$ cat src/rtl/dtke_pkg.sv
// ----------------------------------------------------------------------------
// dtke_pkg
// Types and codes shared by the date and time keypad entry block.
// ----------------------------------------------------------------------------
package dtke_pkg;

    // operation codes of a key event
    localparam logic [2:0] OP_DIGIT     = 3'd0;
    localparam logic [2:0] OP_JUMP      = 3'd1;
    localparam logic [2:0] OP_LEFT      = 3'd2;
    localparam logic [2:0] OP_RIGHT     = 3'd3;
    localparam logic [2:0] OP_INCREMENT = 3'd4;
    localparam logic [2:0] OP_DECREMENT = 3'd5;
    localparam logic [2:0] OP_CLEAR     = 3'd6;
    localparam logic [2:0] OP_CONFIRM   = 3'd7;

    // field codes
    localparam logic [2:0] SLOT_YEAR   = 3'd0;
    localparam logic [2:0] SLOT_MONTH  = 3'd1;
    localparam logic [2:0] SLOT_DAY    = 3'd2;
    localparam logic [2:0] SLOT_HOUR   = 3'd3;
    localparam logic [2:0] SLOT_MINUTE = 3'd4;
    localparam logic [2:0] SLOT_SECOND = 3'd5;

    // static field limits
    localparam logic [13:0] YEAR_MAX   = 14'd9999;
    localparam logic [13:0] MONTH_MAX  = 14'd12;
    localparam logic [13:0] DAY_MAX    = 14'd31;
    localparam logic [13:0] HOUR_MAX   = 14'd23;
    localparam logic [13:0] MINSEC_MAX = 14'd59;

    // reset value of the year field
    localparam logic [13:0] YEAR_RESET = 14'd2000;

    // digits held for a year before the fourth one completes it
    localparam logic [1:0] YEAR_HELD_DIGITS = 2'd3;

    // one key event request
    typedef struct packed {
        logic [2:0]  operation;
        logic        load_request;
        logic [3:0]  digit;
        logic [2:0]  target_field;
        logic [13:0] field_value;
    } t_in_item;

    // editor state after one request
    typedef struct packed {
        logic [13:0] year;
        logic [3:0]  month;
        logic [4:0]  day;
        logic [4:0]  hour;
        logic [5:0]  minute;
        logic [5:0]  second;
        logic [2:0]  active_slot;
        logic [9:0]  pending_digits;
        logic [1:0]  pending_count;
        logic [2:0]  last_edited_slot;
        logic        confirmed;
    } t_out_item;

endpackage

$ cat src/rtl/date_time_keypad_entry.sv
// ----------------------------------------------------------------------------
// date_time_keypad_entry
// Keypad editor for a six-field date and time with cursor and digit entry.
// ----------------------------------------------------------------------------
// Takes one key request per cycle while results are being taken, and returns one
// result per request: the six fields, the cursor, the pending entry and the last
// edited field, taken after the request has been applied. A request is held in an
// input register and is applied, once the output register is free, by a single
// pass of logic over the field registers; the result sits in an output register
// until it is taken, and a further request is taken into the input register
// meanwhile. The rate of one request per cycle is set by the update of the field
// and cursor registers. Typed and stepped days are limited by the stored month and
// the Gregorian leap rule of the stored year; a loaded day is clamped to 31.
module date_time_keypad_entry
    import dtke_pkg::*;
(
    input  logic      i_clk,
    input  logic      i_rst_n,
    input  logic      i_in_valid,
    output logic      o_in_ready,
    input  t_in_item  i_in_data,
    output logic      o_out_valid,
    input  logic      i_out_ready,
    output t_out_item o_out_data
);

    // request and result registers
    logic      r_in_valid;
    t_in_item  r_in;
    logic      r_out_valid;
    t_out_item r_out;

    // editor state
    logic [13:0] r_year,  n_year;
    logic [3:0]  r_month, n_month;
    logic [4:0]  r_day,   n_day;
    logic [4:0]  r_hour,  n_hour;
    logic [5:0]  r_minute, n_minute;
    logic [5:0]  r_second, n_second;
    logic [2:0]  r_slot,  n_slot;
    logic [2:0]  r_edited, n_edited;
    logic [9:0]  r_entry, n_entry;
    logic [1:0]  r_count, n_count;
    logic        n_conf;

    logic process;

    // handshake: a request moves on when the result register is free
    assign process     = r_in_valid && (!r_out_valid || i_out_ready);
    assign o_in_ready  = !r_in_valid || process;
    assign o_out_valid = r_out_valid;
    assign o_out_data  = r_out;

    // leap year from the stored year, by reciprocal of one hundred
    logic [26:0] year_prod;
    logic [7:0]  year_cent;
    logic [14:0] cent_x100;
    logic [13:0] year_rem;
    logic        leap;

    assign year_prod = 27'(r_year) * 27'd5243;
    assign year_cent = year_prod[26:19];
    assign cent_x100 = {1'b0, year_cent, 6'b0} + {2'b0, year_cent, 5'b0} + {5'b0, year_cent, 2'b0};
    assign year_rem  = r_year - cent_x100[13:0];
    assign leap      = (r_year[1:0] == 2'b00) && ((year_rem != 14'd0) || (year_cent[1:0] == 2'b00));

    // days in the stored month
    logic [13:0] day_limit;
    always_comb begin
        unique case (r_month)
            4'd2:                         day_limit = leap ? 14'd29 : 14'd28;
            4'd4, 4'd6, 4'd9, 4'd11:      day_limit = 14'd30;
            default:                      day_limit = 14'd31;
        endcase
    end

    // range of the field under the cursor, value held in it
    logic [13:0] cur_lo, cur_hi, cur_val;
    always_comb begin
        cur_lo = (r_slot <= SLOT_DAY) ? 14'd1 : 14'd0;
        unique case (r_slot)
            SLOT_YEAR:  cur_hi = YEAR_MAX;
            SLOT_MONTH: cur_hi = MONTH_MAX;
            SLOT_DAY:   cur_hi = day_limit;
            SLOT_HOUR:  cur_hi = HOUR_MAX;
            default:    cur_hi = MINSEC_MAX;
        endcase
        unique case (r_slot)
            SLOT_YEAR:   cur_val = r_year;
            SLOT_MONTH:  cur_val = {10'd0, r_month};
            SLOT_DAY:    cur_val = {9'd0, r_day};
            SLOT_HOUR:   cur_val = {9'd0, r_hour};
            SLOT_MINUTE: cur_val = {8'd0, r_minute};
            default:     cur_val = {8'd0, r_second};
        endcase
    end

    // static range of the load target, clamped load value
    logic [13:0] tgt_lo, tgt_hi, load_val;
    always_comb begin
        tgt_lo = (r_in.target_field <= SLOT_DAY) ? 14'd1 : 14'd0;
        unique case (r_in.target_field)
            SLOT_YEAR:  tgt_hi = YEAR_MAX;
            SLOT_MONTH: tgt_hi = MONTH_MAX;
            SLOT_DAY:   tgt_hi = DAY_MAX;
            SLOT_HOUR:  tgt_hi = HOUR_MAX;
            default:    tgt_hi = MINSEC_MAX;
        endcase
        if (r_in.field_value < tgt_lo) begin
            load_val = tgt_lo;
        end else if (r_in.field_value > tgt_hi) begin
            load_val = tgt_hi;
        end else begin
            load_val = r_in.field_value;
        end
    end

    // entry with the new digit appended, and the digit scaled as a tens digit
    logic [13:0] digit_val, digit_tens, pend_val;
    assign pend_val   = {4'd0, r_entry};
    assign digit_val  = {1'b0, r_entry, 3'b0} + {3'b0, r_entry, 1'b0} + {10'd0, r_in.digit};
    assign digit_tens = {7'd0, r_in.digit, 3'b0} + {9'd0, r_in.digit, 1'b0};

    // stepped values with wrap
    logic [13:0] step_up, step_dn, cur_inc, cur_dec;
    assign cur_inc = cur_val + 14'd1;
    assign cur_dec = cur_val - 14'd1;
    assign step_up = (cur_inc > cur_hi) ? cur_lo : cur_inc;
    assign step_dn = (cur_val <= cur_lo) ? cur_hi : ((cur_dec > cur_hi) ? cur_lo : cur_dec);

    // key event decode: a checked store, a forced store or a load
    logic        try_en, try_adv, force_en, ld_en, clr_en, commit_en;
    logic [13:0] try_val, force_val;
    logic        tgt_ok;
    assign tgt_ok = (r_in.target_field <= SLOT_SECOND);

    always_comb begin
        try_en    = 1'b0;
        try_adv   = 1'b0;
        try_val   = pend_val;
        force_en  = 1'b0;
        force_val = step_up;
        ld_en     = 1'b0;
        clr_en    = 1'b0;
        commit_en = 1'b0;
        n_conf    = 1'b0;
        n_slot    = r_slot;
        n_entry   = r_entry;
        n_count   = r_count;
        if (r_in.load_request) begin
            ld_en = tgt_ok;
        end else begin
            unique case (r_in.operation)
                OP_DIGIT: begin
                    if (r_in.digit <= 4'd9) begin
                        if (r_slot == SLOT_YEAR) begin
                            if (r_count == YEAR_HELD_DIGITS) begin
                                try_en  = 1'b1;
                                try_adv = 1'b1;
                                try_val = digit_val;
                                clr_en  = 1'b1;
                            end else begin
                                n_entry = digit_val[9:0];
                                n_count = r_count + 2'd1;
                            end
                        end else if (r_count == 2'd0) begin
                            if (digit_tens <= cur_hi) begin
                                n_entry = {6'd0, r_in.digit};
                                n_count = 2'd1;
                            end else begin
                                try_en  = 1'b1;
                                try_adv = 1'b1;
                                try_val = {10'd0, r_in.digit};
                                clr_en  = 1'b1;
                            end
                        end else begin
                            try_en  = 1'b1;
                            try_adv = 1'b1;
                            try_val = digit_val;
                            clr_en  = 1'b1;
                        end
                    end
                end
                OP_JUMP: begin
                    if (tgt_ok) begin
                        commit_en = 1'b1;
                        n_slot    = r_in.target_field;
                    end
                end
                OP_LEFT: begin
                    commit_en = 1'b1;
                    if (r_slot != SLOT_YEAR) n_slot = r_slot - 3'd1;
                end
                OP_RIGHT: begin
                    commit_en = 1'b1;
                    if (r_slot != SLOT_SECOND) n_slot = r_slot + 3'd1;
                end
                OP_INCREMENT: begin
                    force_en  = 1'b1;
                    force_val = step_up;
                    clr_en    = 1'b1;
                end
                OP_DECREMENT: begin
                    force_en  = 1'b1;
                    force_val = step_dn;
                    clr_en    = 1'b1;
                end
                OP_CLEAR: begin
                    clr_en = 1'b1;
                end
                OP_CONFIRM: begin
                    commit_en = 1'b1;
                    n_conf    = 1'b1;
                end
                default: begin
                    clr_en = 1'b0;
                end
            endcase
        end
        // commit of a pending entry, never moves the cursor
        if (commit_en) begin
            try_en = (r_count != 2'd0);
            try_val = pend_val;
            clr_en = 1'b1;
        end
        if (clr_en) begin
            n_entry = 10'd0;
            n_count = 2'd0;
        end
    end

    // single field write port
    logic        store_ok, wr_en;
    logic [2:0]  wr_slot;
    logic [13:0] wr_val;
    assign store_ok = try_en && (try_val >= cur_lo) && (try_val <= cur_hi);

    always_comb begin
        wr_en    = 1'b0;
        wr_slot  = r_slot;
        wr_val   = force_val;
        n_edited = r_edited;
        if (ld_en) begin
            wr_en   = 1'b1;
            wr_slot = r_in.target_field;
            wr_val  = load_val;
        end else if (force_en) begin
            wr_en    = 1'b1;
            n_edited = r_slot;
        end else if (store_ok) begin
            wr_en    = 1'b1;
            wr_val   = try_val;
            n_edited = r_slot;
        end
        n_year   = r_year;
        n_month  = r_month;
        n_day    = r_day;
        n_hour   = r_hour;
        n_minute = r_minute;
        n_second = r_second;
        if (wr_en) begin
            unique case (wr_slot)
                SLOT_YEAR:   n_year   = wr_val;
                SLOT_MONTH:  n_month  = wr_val[3:0];
                SLOT_DAY:    n_day    = wr_val[4:0];
                SLOT_HOUR:   n_hour   = wr_val[4:0];
                SLOT_MINUTE: n_minute = wr_val[5:0];
                default:     n_second = wr_val[5:0];
            endcase
        end
    end

    // cursor advance after a completed entry
    logic [2:0] slot_next;
    assign slot_next = (store_ok && try_adv && (r_slot != SLOT_SECOND)) ? r_slot + 3'd1 : n_slot;

    // control and state registers
    always_ff @(posedge i_clk) begin
        if (!i_rst_n) begin
            r_in_valid  <= 1'b0;
            r_out_valid <= 1'b0;
            r_year      <= YEAR_RESET;
            r_month     <= 4'd1;
            r_day       <= 5'd1;
            r_hour      <= 5'd0;
            r_minute    <= 6'd0;
            r_second    <= 6'd0;
            r_slot      <= SLOT_YEAR;
            r_edited    <= SLOT_YEAR;
            r_entry     <= 10'd0;
            r_count     <= 2'd0;
        end else begin
            if (o_in_ready) r_in_valid <= i_in_valid;
            if (process) begin
                r_out_valid <= 1'b1;
            end else if (i_out_ready) begin
                r_out_valid <= 1'b0;
            end
            if (process) begin
                r_year   <= n_year;
                r_month  <= n_month;
                r_day    <= n_day;
                r_hour   <= n_hour;
                r_minute <= n_minute;
                r_second <= n_second;
                r_slot   <= slot_next;
                r_edited <= n_edited;
                r_entry  <= n_entry;
                r_count  <= n_count;
            end
        end
    end

    // payload registers
    always_ff @(posedge i_clk) begin
        if (o_in_ready && i_in_valid) r_in <= i_in_data;
        if (process) begin
            r_out.year             <= n_year;
            r_out.month            <= n_month;
            r_out.day              <= n_day;
            r_out.hour             <= n_hour;
            r_out.minute           <= n_minute;
            r_out.second           <= n_second;
            r_out.active_slot      <= slot_next;
            r_out.pending_digits   <= n_entry;
            r_out.pending_count    <= n_count;
            r_out.last_edited_slot <= n_edited;
            r_out.confirmed        <= n_conf;
        end
    end

endmodule

$ cat config.mk
export PLATFORM = sky130hd
export DESIGN_NAME = date_time_keypad_entry
export DESIGN_NICKNAME = d
export VERILOG_FILES = /design/src/rtl/dtke_pkg.sv /design/src/rtl/date_time_keypad_entry.sv
export SDC_FILE = /design/constraint.sdc
export NUM_CORES = 1
export LEC_CHECK = 0
export ABC_AREA = 1
export BUFFER_PORTS_ARGS = -buffer_cell sky130_fd_sc_hd__buf_2
export CAP_MARGIN = 5
export CELL_PAD_IN_SITES_DETAIL_PLACEMENT = 0
export CELL_PAD_IN_SITES_GLOBAL_PLACEMENT = 1
export CORE_ASPECT_RATIO = 1.25
export CORE_MARGIN = 8
export CORE_UTILIZATION = 43
export DETAILED_ROUTE_END_ITERATION = 10
export PLACE_DENSITY = 0.85
export SLEW_MARGIN = 20
export SYNTH_ARGS = -nofsm -noshare
export SYNTH_HDL_FRONTEND = slang
export SYNTH_SLANG_ARGS = --single-unit
$ cat constraint.sdc
create_clock -name i_clk -period 9.16 [get_ports i_clk]
set_input_delay 1.832 -clock i_clk [delete_from_list [all_inputs] [get_ports i_clk]]
set_output_delay 1.832 -clock i_clk [all_outputs]
set_load 0.02 [all_outputs]
# Word level (Yosys, flattened, before mapping)
# Index checks and enable logic that the tools add are counted.
# classes
reduce_logical,28
n_eq_ne,25
n_mux,86
mul,1
addsub,11
order_cmp,12
# ops
cell,count
14-bit two-way mux,19
14-bit case mux with 4 select lines,2
10-bit two-way mux,9
14-bit case mux with 5 select lines,1
14-bit > comparator,3
"14-bit by 13-bit multiplier with 27-bit output, second input constant",1
3-bit two-way mux,9
"3-bit by 2-bit equality test with 1-bit output, second input constant",8
1-bit two-way mux,24
6-bit two-way mux,4
5-bit two-way mux,4
"3-bit equality test, second input constant",6
2-bit two-way mux,8
13-bit by 11-bit adder with 14-bit output,1
"14-bit by 1-bit adder with 14-bit output, second input constant",1
14-bit by 10-bit adder with 14-bit output,1
14-bit by 13-bit adder with 14-bit output,1
14-bit by 4-bit adder with 14-bit output,1
14-bit by 1-bit >= comparator with 1-bit output,1
14-bit by 1-bit <= comparator with 1-bit output,1
14-bit <= comparator,1
8-bit by 14-bit <= comparator with 1-bit output,1
14-bit by 1-bit < comparator with 1-bit output,1
14-bit nonzero test,1
30 further kinds,54
# totals
elab_cells,191
regBits,144
output_inout_bits,61
in_bits,29

# Logic depth before layout (Yosys ltp)
# Gate-level depths: netlist (run 1).
# depth
depth_word,26
mapped_depth,72
ltp_nobuf,71

# Least setup slack after synthesis (run 1)
# Ideal clock, no wire load.
# synth_timing
kind,register to register
start,reg r_year[11]
end,reg r_out (netlist bit o_out_data[55]) (data pin)
synth_period_minus_slack_ns,9.641
setup_slack_ns,-0.481
stages_incl_launch_ff,63
required_time_ns,8.905
setup_ns,0.255
t_arrival_ns,9.387
n_path_buf,2
cell_sequence,dfxtp_1 > fa_1 > ha_1 > inv_1 > fa_1 > inv_1 > fa_1 > inv_1 > fa_1 > inv_1 > ha_1 > nand4_1 > a21oi_1 > nor2_1 > nand2_1 > nand2_1 > nand2_1 > a21oi_1 > [... 27 more ...] > o21ai_0 > nand2_1 > nand2_1 > nand2_1 > ha_1 > nand3b_1 > a21oi_1 > nand3_1 > nor2_1 > nand2_1 > nor2_2 > nand2_2 > nand3_4 > nand3_4 > nand2_4 > buf_4 > nand2_1 > and2_1
# synth_via
elab_chain_len,26
word_cells_on_any_way,49
cone_classes,5 x add/sub; 1 x mul; 6 x order compare; 31 x mux; 6 x reduce/logical
# synth_rtl
item,line,rtl
"start, declared",date_time_keypad_entry.sv:34,"logic [13:0] r_year, n_year;"
"start signal, assigned",date_time_keypad_entry.sv:300,r_year <= n_year;
14-bit by 13-bit multiplier with 27-bit output,date_time_keypad_entry.sv:61,assign year_prod = 27'(r_year) * 27'd5243;
14-bit by 13-bit adder with 14-bit output,date_time_keypad_entry.sv:63,"assign cent_x100 = {1'b0, year_cent, 6'b0} + {2'b0, year_cent, 5'b0} + {5'b0, year_cent, 2'b0};"
14-bit by 10-bit adder with 14-bit output,date_time_keypad_entry.sv:63,
14-bit subtractor,date_time_keypad_entry.sv:64,assign year_rem = r_year - cent_x100[13:0];
14-bit nonzero test,date_time_keypad_entry.sv:65,assign leap = (r_year[1:0] == 2'b00) && ((year_rem != 14'd0) || (year_cent[1:0] == 2'b00));
1-bit logical OR,date_time_keypad_entry.sv:65,
1-bit logical AND,date_time_keypad_entry.sv:65,
1-bit two-way mux,date_time_keypad_entry.sv:71,4'd2: day_limit = leap ? 14'd29 : 14'd28;
[... 10 more ...],-,
14-bit by 1-bit >= comparator with 1-bit output,date_time_keypad_entry.sv:236,assign store_ok = try_en && (try_val >= cur_lo) && (try_val <= cur_hi);
1-bit logical AND (2 in series),date_time_keypad_entry.sv:236,
14-bit two-way mux,date_time_keypad_entry.sv:250,end else if (store_ok) begin
14-bit two-way mux,date_time_keypad_entry.sv:247,end else if (force_en) begin
14-bit two-way mux,date_time_keypad_entry.sv:243,if (ld_en) begin
14-bit two-way mux,date_time_keypad_entry.sv:262,unique case (wr_slot)
14-bit two-way mux (*),date_time_keypad_entry.sv:261,if (wr_en) begin
net n_year[10],date_time_keypad_entry.sv:34,
"end, declared",date_time_keypad_entry.sv:31,t_out_item r_out;
# The timed path passes the listed nets; every way through them passes the cells marked *.
# A chain may end at the register's enable or synchronous reset.

# Worst setup path after layout (run 1)
# layout_timing
start,reg r_year[12]
end,reg r_hour[4]
# layout_via
elab_chain_len,26
word_cells_on_any_way,49
cone_classes,5 x add/sub; 1 x mul; 6 x order compare; 31 x mux; 6 x reduce/logical
# layout_rtl
item,line,rtl
14-bit by 13-bit multiplier with 27-bit output,date_time_keypad_entry.sv:61,
14-bit by 13-bit adder with 14-bit output,date_time_keypad_entry.sv:63,
14-bit by 10-bit adder with 14-bit output,date_time_keypad_entry.sv:63,
14-bit subtractor,date_time_keypad_entry.sv:64,
14-bit nonzero test,date_time_keypad_entry.sv:65,
1-bit logical OR,date_time_keypad_entry.sv:65,
1-bit logical AND,date_time_keypad_entry.sv:65,
1-bit two-way mux,date_time_keypad_entry.sv:71,
[... 9 more ...],-,
14-bit two-way mux,date_time_keypad_entry.sv:221,if (commit_en) begin
14-bit by 1-bit >= comparator with 1-bit output,date_time_keypad_entry.sv:236,
1-bit logical AND (2 in series),date_time_keypad_entry.sv:236,
14-bit two-way mux,date_time_keypad_entry.sv:250,
14-bit two-way mux,date_time_keypad_entry.sv:247,
14-bit two-way mux,date_time_keypad_entry.sv:243,
5-bit two-way mux,date_time_keypad_entry.sv:262,
5-bit two-way mux (*),date_time_keypad_entry.sv:261,
"end signal, assigned",date_time_keypad_entry.sv:303,r_hour <= n_hour;
"end, declared",date_time_keypad_entry.sv:37,"logic [4:0] r_hour, n_hour;"
# Every way passes the cells marked *; elsewhere a longest branch is shown, timed or not.

==> out/results.txt, run 1 <==
CTS Buf Count = 17
Crit path top cell by count = nand2_1
Worst path top cell family by delay = adder cells
Post-synth ARST share = 0%
largest net degree at the start of global routing = 97
post-cts hold buffer count = 0
clock-pin slew on the worst setup and hold paths = 60 ps
post-synthesis cell type count = 69
slowest CP cell = fa_1
WP data required = 9500 ps
Period minus WS final = 9860 ps
die area = 0.0404 mm2
Die Width = 181 um
ANT cells = 0
share of cells above drive strength 1 = 28.4%
Remaining DRCs = 0
Main synth FF type = edfxtp_1
Critical Path Max Stage Delay = 580 ps
met3 WL = 1850 um
first-pass GRT wire length = 70900 um
via count = 13692
CTS root buf = clkbuf_16
drt total wl = 45300 um
status = finished, violations left
clock tree buffer depth = 2
crit share post-route = 108%
Synth-to-Final Area Change = 28.2%
antenna violations before repair = 0
die extent in y = 223 um
final number of max-transition violations = 0
Hold WC Path Type = reg -> reg
CP Max Fanout = 5
Area contributors post-synth = edfxtp_1 17%, ha_1 16%, nand2_1 10%
critical path class = reg -> reg
starting density of the core = 43.7%
EDFF count, synth = 84
input/output buffers = 89
failing checks = setup timing
CP bufs+invs = 15
most frequent cells after synthesis = 403 x nand2_1, 340 x inv_1, 192 x ha_1, 137 x nor2_1, 114 x nand3_1
final hold vios = 0
Achievable Freq = 101 MHz
global route overflow = 0
area leader, netlist = edfxtp_1
Slew HR = 36.7%
Clk Latency, worst-skew pair = 440 ps
drt pass-1 iters = 8
Routed met2 length = 22700 um
Setup crit start = r_year[12]
RR Startpoint = r_year[12]
I/O pin count = 90
initial DRC count = 781
Wirelength per Cell = 17.5 um
Mapped Cells = 1897
final net count = 2454
start point of the worst hold path = r_day[0]
clock sink count = 144
skew final = 19.7 ps
Core Util, Final = 56.0%
CORE AREA = 0.0337 mm2
most common cell in the netlist = nand2_1
Arr. time, crit path = 10200 ps
FILL cells = 3028
mean area per synthesized cell = 7.76 um2
routed vias/inst = 5.27
highest metal layer with signal wires = met4
all-layer global routing usage = 22.0%
register area share after synthesis = 25.3%
Setup violations, final = 92
Crit. End Element = flip-flop
syn nets = 2191
Metal-1 WL = 18400 um
synth warn = 0
Synth Register Bits = 144
gp weighted congestion = 0.895
dpl hpwl = 35100 um
H-tree depth = 4
ANT nets after route = 0
Site Rows = 75
Synth top area share = 17.1%
vias in the first global route = 13763
fin worst setup slack = -696 ps
RSZ-0062 raised after global routing = yes
maxcap violations = 0
CTS tree = built
mapped cell area = 0.0147 mm2
startpoint types = flip-flop
Least-Margin Pin Slew = 944 ps
[layer usage]
layer | vias up | GRT usage (%)
li1 | 6748 | -
met1 | 6455 | 25.1
met2 | 371 | 38.9
met3 | 118 | 3.56
met4 | 0 | 11.7
met5 | - | 0
[cell families (layout without fill, tap and decap cells)]
logic type | count (synthesis) | after routing | share of synthesized area [%]
AND/OR/NAND/NOR | 764 | 765 | 23.7
buffers and inverters | 401 | 676 | 10.6
AO/OA/AOI/OAI | 282 | 282 | 11.7
adder cells (fa/ha/maj) | 265 | 265 | 26.2
flip-flops | 144 | 144 | 25.3
XOR/XNOR | 41 | 41 | 2.49
[per-stage QoR]
stage	hold WS [ps]	instance area [um2]	TNS, ps	setup slack, ps	std cells
2_1_floorplan	441	14800	0	18.9	1897
3_3_place_gp	453	16700	-79740	-919	2516
3_5_place_dp	466	16700	-82950	-997	2516
4_1_cts	482	18300	-45200	-569	2586
5_1_grt	517	18900	-106910	-1300	2596
6_report	479	18900	-51040	-696	2596
[layout make-up]
| cell class | count | area, um2 | share of cell area, % |
|---|---|---|---|
| clock buffer | 20 | 447 | 2.37 |
| clock inverter | 12 | 110 | 0.583 |
| inverter | 363 | 1410 | 7.46 |
| multi-input combinational | 1353 | 10600 | 56.1 |
| sequential | 144 | 3750 | 19.9 |
| tap | 423 | 529 | 2.80 |
| timing repair buffer | 281 | 2040 | 10.8 |
[state kept, by name, indices dropped and copies added (netlist names)]
register and flops:
r_count 2, r_edited 3, r_day 5, r_in 25, r_in_valid 1, o_out_data 59, r_second 6, r_minute 6
r_hour 5, r_entry 10, o_out_valid 1, r_month 4, r_slot 3, r_year 14
[layout by cell type (no fill, tap or decap), types with 49 or more instances in the layout]
master,netlist,routed
buf_2,9,90
nor2_1,137,126
nand2_2,17,63
inv_1,340,319
dfxtp_1,60,49
edfxtp_1,84,84
ha_1,192,171
nand3_1,114,85
nand2_1,403,328
buf_4,1,169
fa_1,73,71
a21oi_1,113,95
[worst register-to-register path, delay by kind of cell (launching register included)]
family	cells	cell delay (ps)
buf+inv	15	1300
compound gates	7	1150
xor+xnor	1	210
simple gates	31	2840
flops	1	360
fa+ha+maj	10	3890
[final timing paths]
| path | slack, ps | to | cells past startpoint |
|---|---|---|---|
| worst max-delay path | -700 | r_hour[4] | 64 |
| worst min register to register | 480 | r_day[0] | 2 |
| worst max register to register | -700 | r_hour[4] | 64 |
| worst min-delay path | 480 | r_day[0] | 2 |
[repair_timing]
action	4_1_cts	5_1_grt
endpoints found under the setup margin	92	114
pin swaps	74	47
setup buffers	35	10
gates cloned	3	1
gates resized for setup	176	113
Power of run 1 is not shown: default switching activity piles up to over one toggle a cycle in this logic, so the estimate is an artifact.
==> inputs of run 2 (changes only) <==
--- a/config.mk
+++ b/config.mk
@@ -5,16 +5,17 @@
 export SDC_FILE = /design/constraint.sdc
 export NUM_CORES = 1
 export LEC_CHECK = 0
-export ABC_AREA = 1
+export ABC_AREA = 0
 export BUFFER_PORTS_ARGS = -buffer_cell sky130_fd_sc_hd__buf_2
 export CAP_MARGIN = 5
 export CELL_PAD_IN_SITES_DETAIL_PLACEMENT = 0
 export CELL_PAD_IN_SITES_GLOBAL_PLACEMENT = 1
 export CORE_ASPECT_RATIO = 1.25
 export CORE_MARGIN = 8
-export CORE_UTILIZATION = 43
+export CORE_UTILIZATION = 45
+export CTS_BUF_LIST = sky130_fd_sc_hd__clkbuf_2 sky130_fd_sc_hd__clkbuf_4 sky130_fd_sc_hd__clkbuf_8
 export DETAILED_ROUTE_END_ITERATION = 10
-export PLACE_DENSITY = 0.85
+export PLACE_DENSITY = 0.86
 export SLEW_MARGIN = 20
 export SYNTH_ARGS = -nofsm -noshare
 export SYNTH_HDL_FRONTEND = slang
==> run 2 against run 1 <==
Compared with the run above: the flow still finishes with violations (setup timing); highest routed layer is now met5; die area is 2.7% lower; wire length rose by 15%; worst hold slack better by 25 ps; clock skew rose by 6.1 ps; area after synthesis rose by 1.6%; cell count decreased by 7.0%; via count is 3.3% higher; core utilization up 4.5 points; critical path type unchanged.
==> out/results.txt, run 2 <==
status = finished, violations left
failing checks = setup timing
xor/xnor share of the synthesized area = 2.38% (-0.11 points)
RSZ-0062 raised after global routing = yes
Comb pwr share = 79.7%
all-layer global routing usage = 26.7% (+4.7 points)
switching pwr = 2760 uW
critical path class = reg -> reg
CP Max Fanout = 7 (+2)
routed vias/inst = 5.86 (+11%)
fin worst setup slack = -1930 ps (-1230 ps)
mapped cell area = 0.0150 mm2 (+1.6%)
most common cell after layout, fill and taps aside = buf_4
drt total wl = 52100 um (+15%)
dpl hpwl = 40200 um (+14%)
Internal Power = 3430 uW
drt pass-1 iters = 5 (-3)
Synth Area in Simple Gates = 16.1% (-7.5 points)
die extent in y = 220 um (-1.4%)
Clk Latency, worst-skew pair = 500 ps (+60 ps)
Arr. time, crit path = 11440 ps (+1240 ps)
area leader, netlist = edfxtp_1
share of cells above drive strength 1 = 35.0% (+6.6 points)
post-placement cell area = 0.0177 mm2 (+6.1%)
Peak VDD IR = 571 uV
Hold WC Path Type = reg -> reg
clock-pin slew on the worst setup and hold paths = 100 ps (+40 ps)
Seq pwr share = 11.9%
Achievable Freq = 90.2 MHz (-11%)
Wirelength per Cell = 21.6 um (+24%)
Adder-Cell Fraction of Synth Area = 25.9% (-0.35 points)
Remaining DRCs = 0 (unchanged)
maxcap violations = 0 (unchanged)
Critical Path Max Stage Delay = 590 ps (about the same)
initial DRC count = 911 (+17%)
Mapped Cells = 1660 (-12%)
via count = 14142 (+3.3%)
ANT cells = 0 (unchanged)
syn nets = 1954 (-11%)
largest family of logic cells by synthesized area = adder cells
CTS tree = built
pre-CTS setup slack = -2160 ps (-1160 ps)
first-pass GRT wire length = 81000 um (+14%)
final number of max-transition violations = 0 (unchanged)
Setup violations, final = 92 (unchanged)
starting density of the core = 45.8% (+2.1 points)
Main synth FF type = edfxtp_1
gp weighted congestion = 0.981 (+9.7%)
largest net degree at the start of global routing = 81 (-16%)
Synth Register Bits = 144 (unchanged)
fin area = 0.0198 mm2 (+4.8%)
Synth top area share = 16.9% (-0.27 points)
antenna violations before repair = 1 (+1)
CORE AREA = 0.0327 mm2 (-3.0%)
FILL cells = 2746 (-9.3%)
leakage = 0.00868 uW
Compound-Gate Fraction of Synth Area = 20.9% (+9.2 points)
die area = 0.0394 mm2 (-2.7%)
Clock power frac = 8.4%
WP data required = 9510 ps (about the same)
Synth-to-Final Area Change = 32.2%
slowest CP cell = fa_1
global route overflow = 0 (unchanged)
H-tree depth = 4 (unchanged)
vias in the first global route = 14683 (+6.7%)
ANT nets after route = 0 (unchanged)
Setup TNS = -164280 ps (-113240 ps)
I/O pin count = 90 (unchanged)
final net count = 2277 (-7.2%)
Period minus WS final = 11090 ps (+1230 ps)
mean area per synthesized cell = 9.01 um2 (+16%)
EDFF count, synth = 84 (unchanged)
crit share post-route = 121% (+13 points)
most frequent cells in the layout = 223 x buf_4, 173 x ha_1, 152 x inv_1, 129 x nor2_1, 119 x nand2_1
Largest register FFs = 59 (unchanged)
Crit path top cell by count = fa_1
register area share after synthesis = 24.9% (-0.40 points)
input/output buffers = 89 (unchanged)
Inst Count DP = 2321 (-7.8%)
clock tree buffer depth = 2 (unchanged)
most frequent cells after synthesis = 192 x ha_1, 167 x inv_1, 147 x nor2_1, 128 x a21oi_1, 126 x nand2_1
startpoint types = flip-flop
Slew HR = 27.0% (-9.7 points)
most common cell in the netlist = ha_1
mux cell area share after synthesis = 3.26% (+3.3 points)
Area contributors post-synth = edfxtp_1 17%, ha_1 16%, fa_1 9.8%
Pwr Total = 6190 uW
post-synthesis cell type count = 128 (+86%)
CTS root buf = clkbuf_8
CTS Buf Count = 17 (unchanged)
non-filler cells, final = 2414 (-7.0%)
Die Width = 179 um (-1.3%)
synth warn = 0 (unchanged)
Site Rows = 74 (-1.3%)
Crit. End Element = flip-flop
skew final = 25.8 ps (+6.14 ps)
Post-synth ARST share = 0% (unchanged)
clock sink count = 144 (unchanged)
PwrDens = 313 mW/mm2
Least-Margin Pin Slew = 1090 ps (+151 ps)
Switching Fraction = 44.6%
final hold vios = 0 (unchanged)
run 2: logic make-up (layout without fill, tap and decap cells):
kind of cell | after synthesis | in the layout
AOI/OAI and AO/OA | 441 | 442
xor gates and xnor gates | 39 | 39
muxes | 45 | 45
buffers and inverters | 238 | 573
adders and majority gates | 266 | 266
and+or+nand+nor | 487 | 487
DFF | 144 | 144
run 2: critical path: cells and delay by family, from the launching register on:
kind            cells  cell delay (ps)
buf+inv             9             1010
simple gates        7             1290
xor+xnor            1               90
fa+ha+maj          10             3840
compound gates     21             4080
mux                 1              230
flops               1              380
run 2: final timing paths:
| kind | from | endpoint | slack, ps | depth (start not counted) |
|---|---|---|---|---|
| worst max-delay path | r_year[10] | o_out_data[57] | -1930 | 49 |
| worst min-delay path | r_edited[2] | r_edited[2] | 500 | 2 |
| worst max register to register | r_year[10] | o_out_data[57] | -1930 | 49 |
| worst min register to register | r_edited[2] | r_edited[2] | 500 | 2 |
run 2: repair_timing:
item                                    in CTS  in global routing
pin swaps                                   68                 49
gates cloned                                 8                  1
endpoints found under the setup margin      92                100
setup buffers                               38                 23
gates resized for setup                    174                105
hold buffers                                 0                  0
run 2: metrics by stage:
| stage | util, % | hold slack [ps] |
|---|---|---|
| finish | 60.5 | 504 |
| global route | 60.5 | 541 |
| CTS | 59.0 | 486 |
| detailed placement | 54.2 | 474 |
| global placement | 54.2 | 473 |
| floorplan | - | 450 |
run 2: layout make-up:
class	instances	area, um2	area share [%]
Timing Repair Buffer	371	2920	14.8
Clock buffer	17	234	1.18
Clock inverter	15	163	0.823
Sequential cell	144	3750	19.0
Inverter	170	653	3.30
Multi-Input combinational cell	1279	11500	58.3
Tap cell	418	523	2.65
run 2: metal layers:
metal | wire, um | vias to the layer above | track usage (%)
li1 | - | 6696 | -
met1 | 20300 | 6855 | 30.7
met2 | 26700 | 453 | 47.2
met3 | 2460 | 136 | 4.14
met4 | 2590 | 2 | 13.1
met5 | 9 | - | 0
run 2: power by group through the flow:
stage | sequential, uW | clock [uW] | combinational (uW)
floorplan | 758 | 0 | 2480
global route | 738 | 552 | 5410
global placement | 748 | 0 | 4200
detailed placement | 749 | 0 | 4250
finish | 736 | 519 | 4930
CTS | 735 | 527 | 4730
No activity file was read; power rests on OpenSTA's default activity.
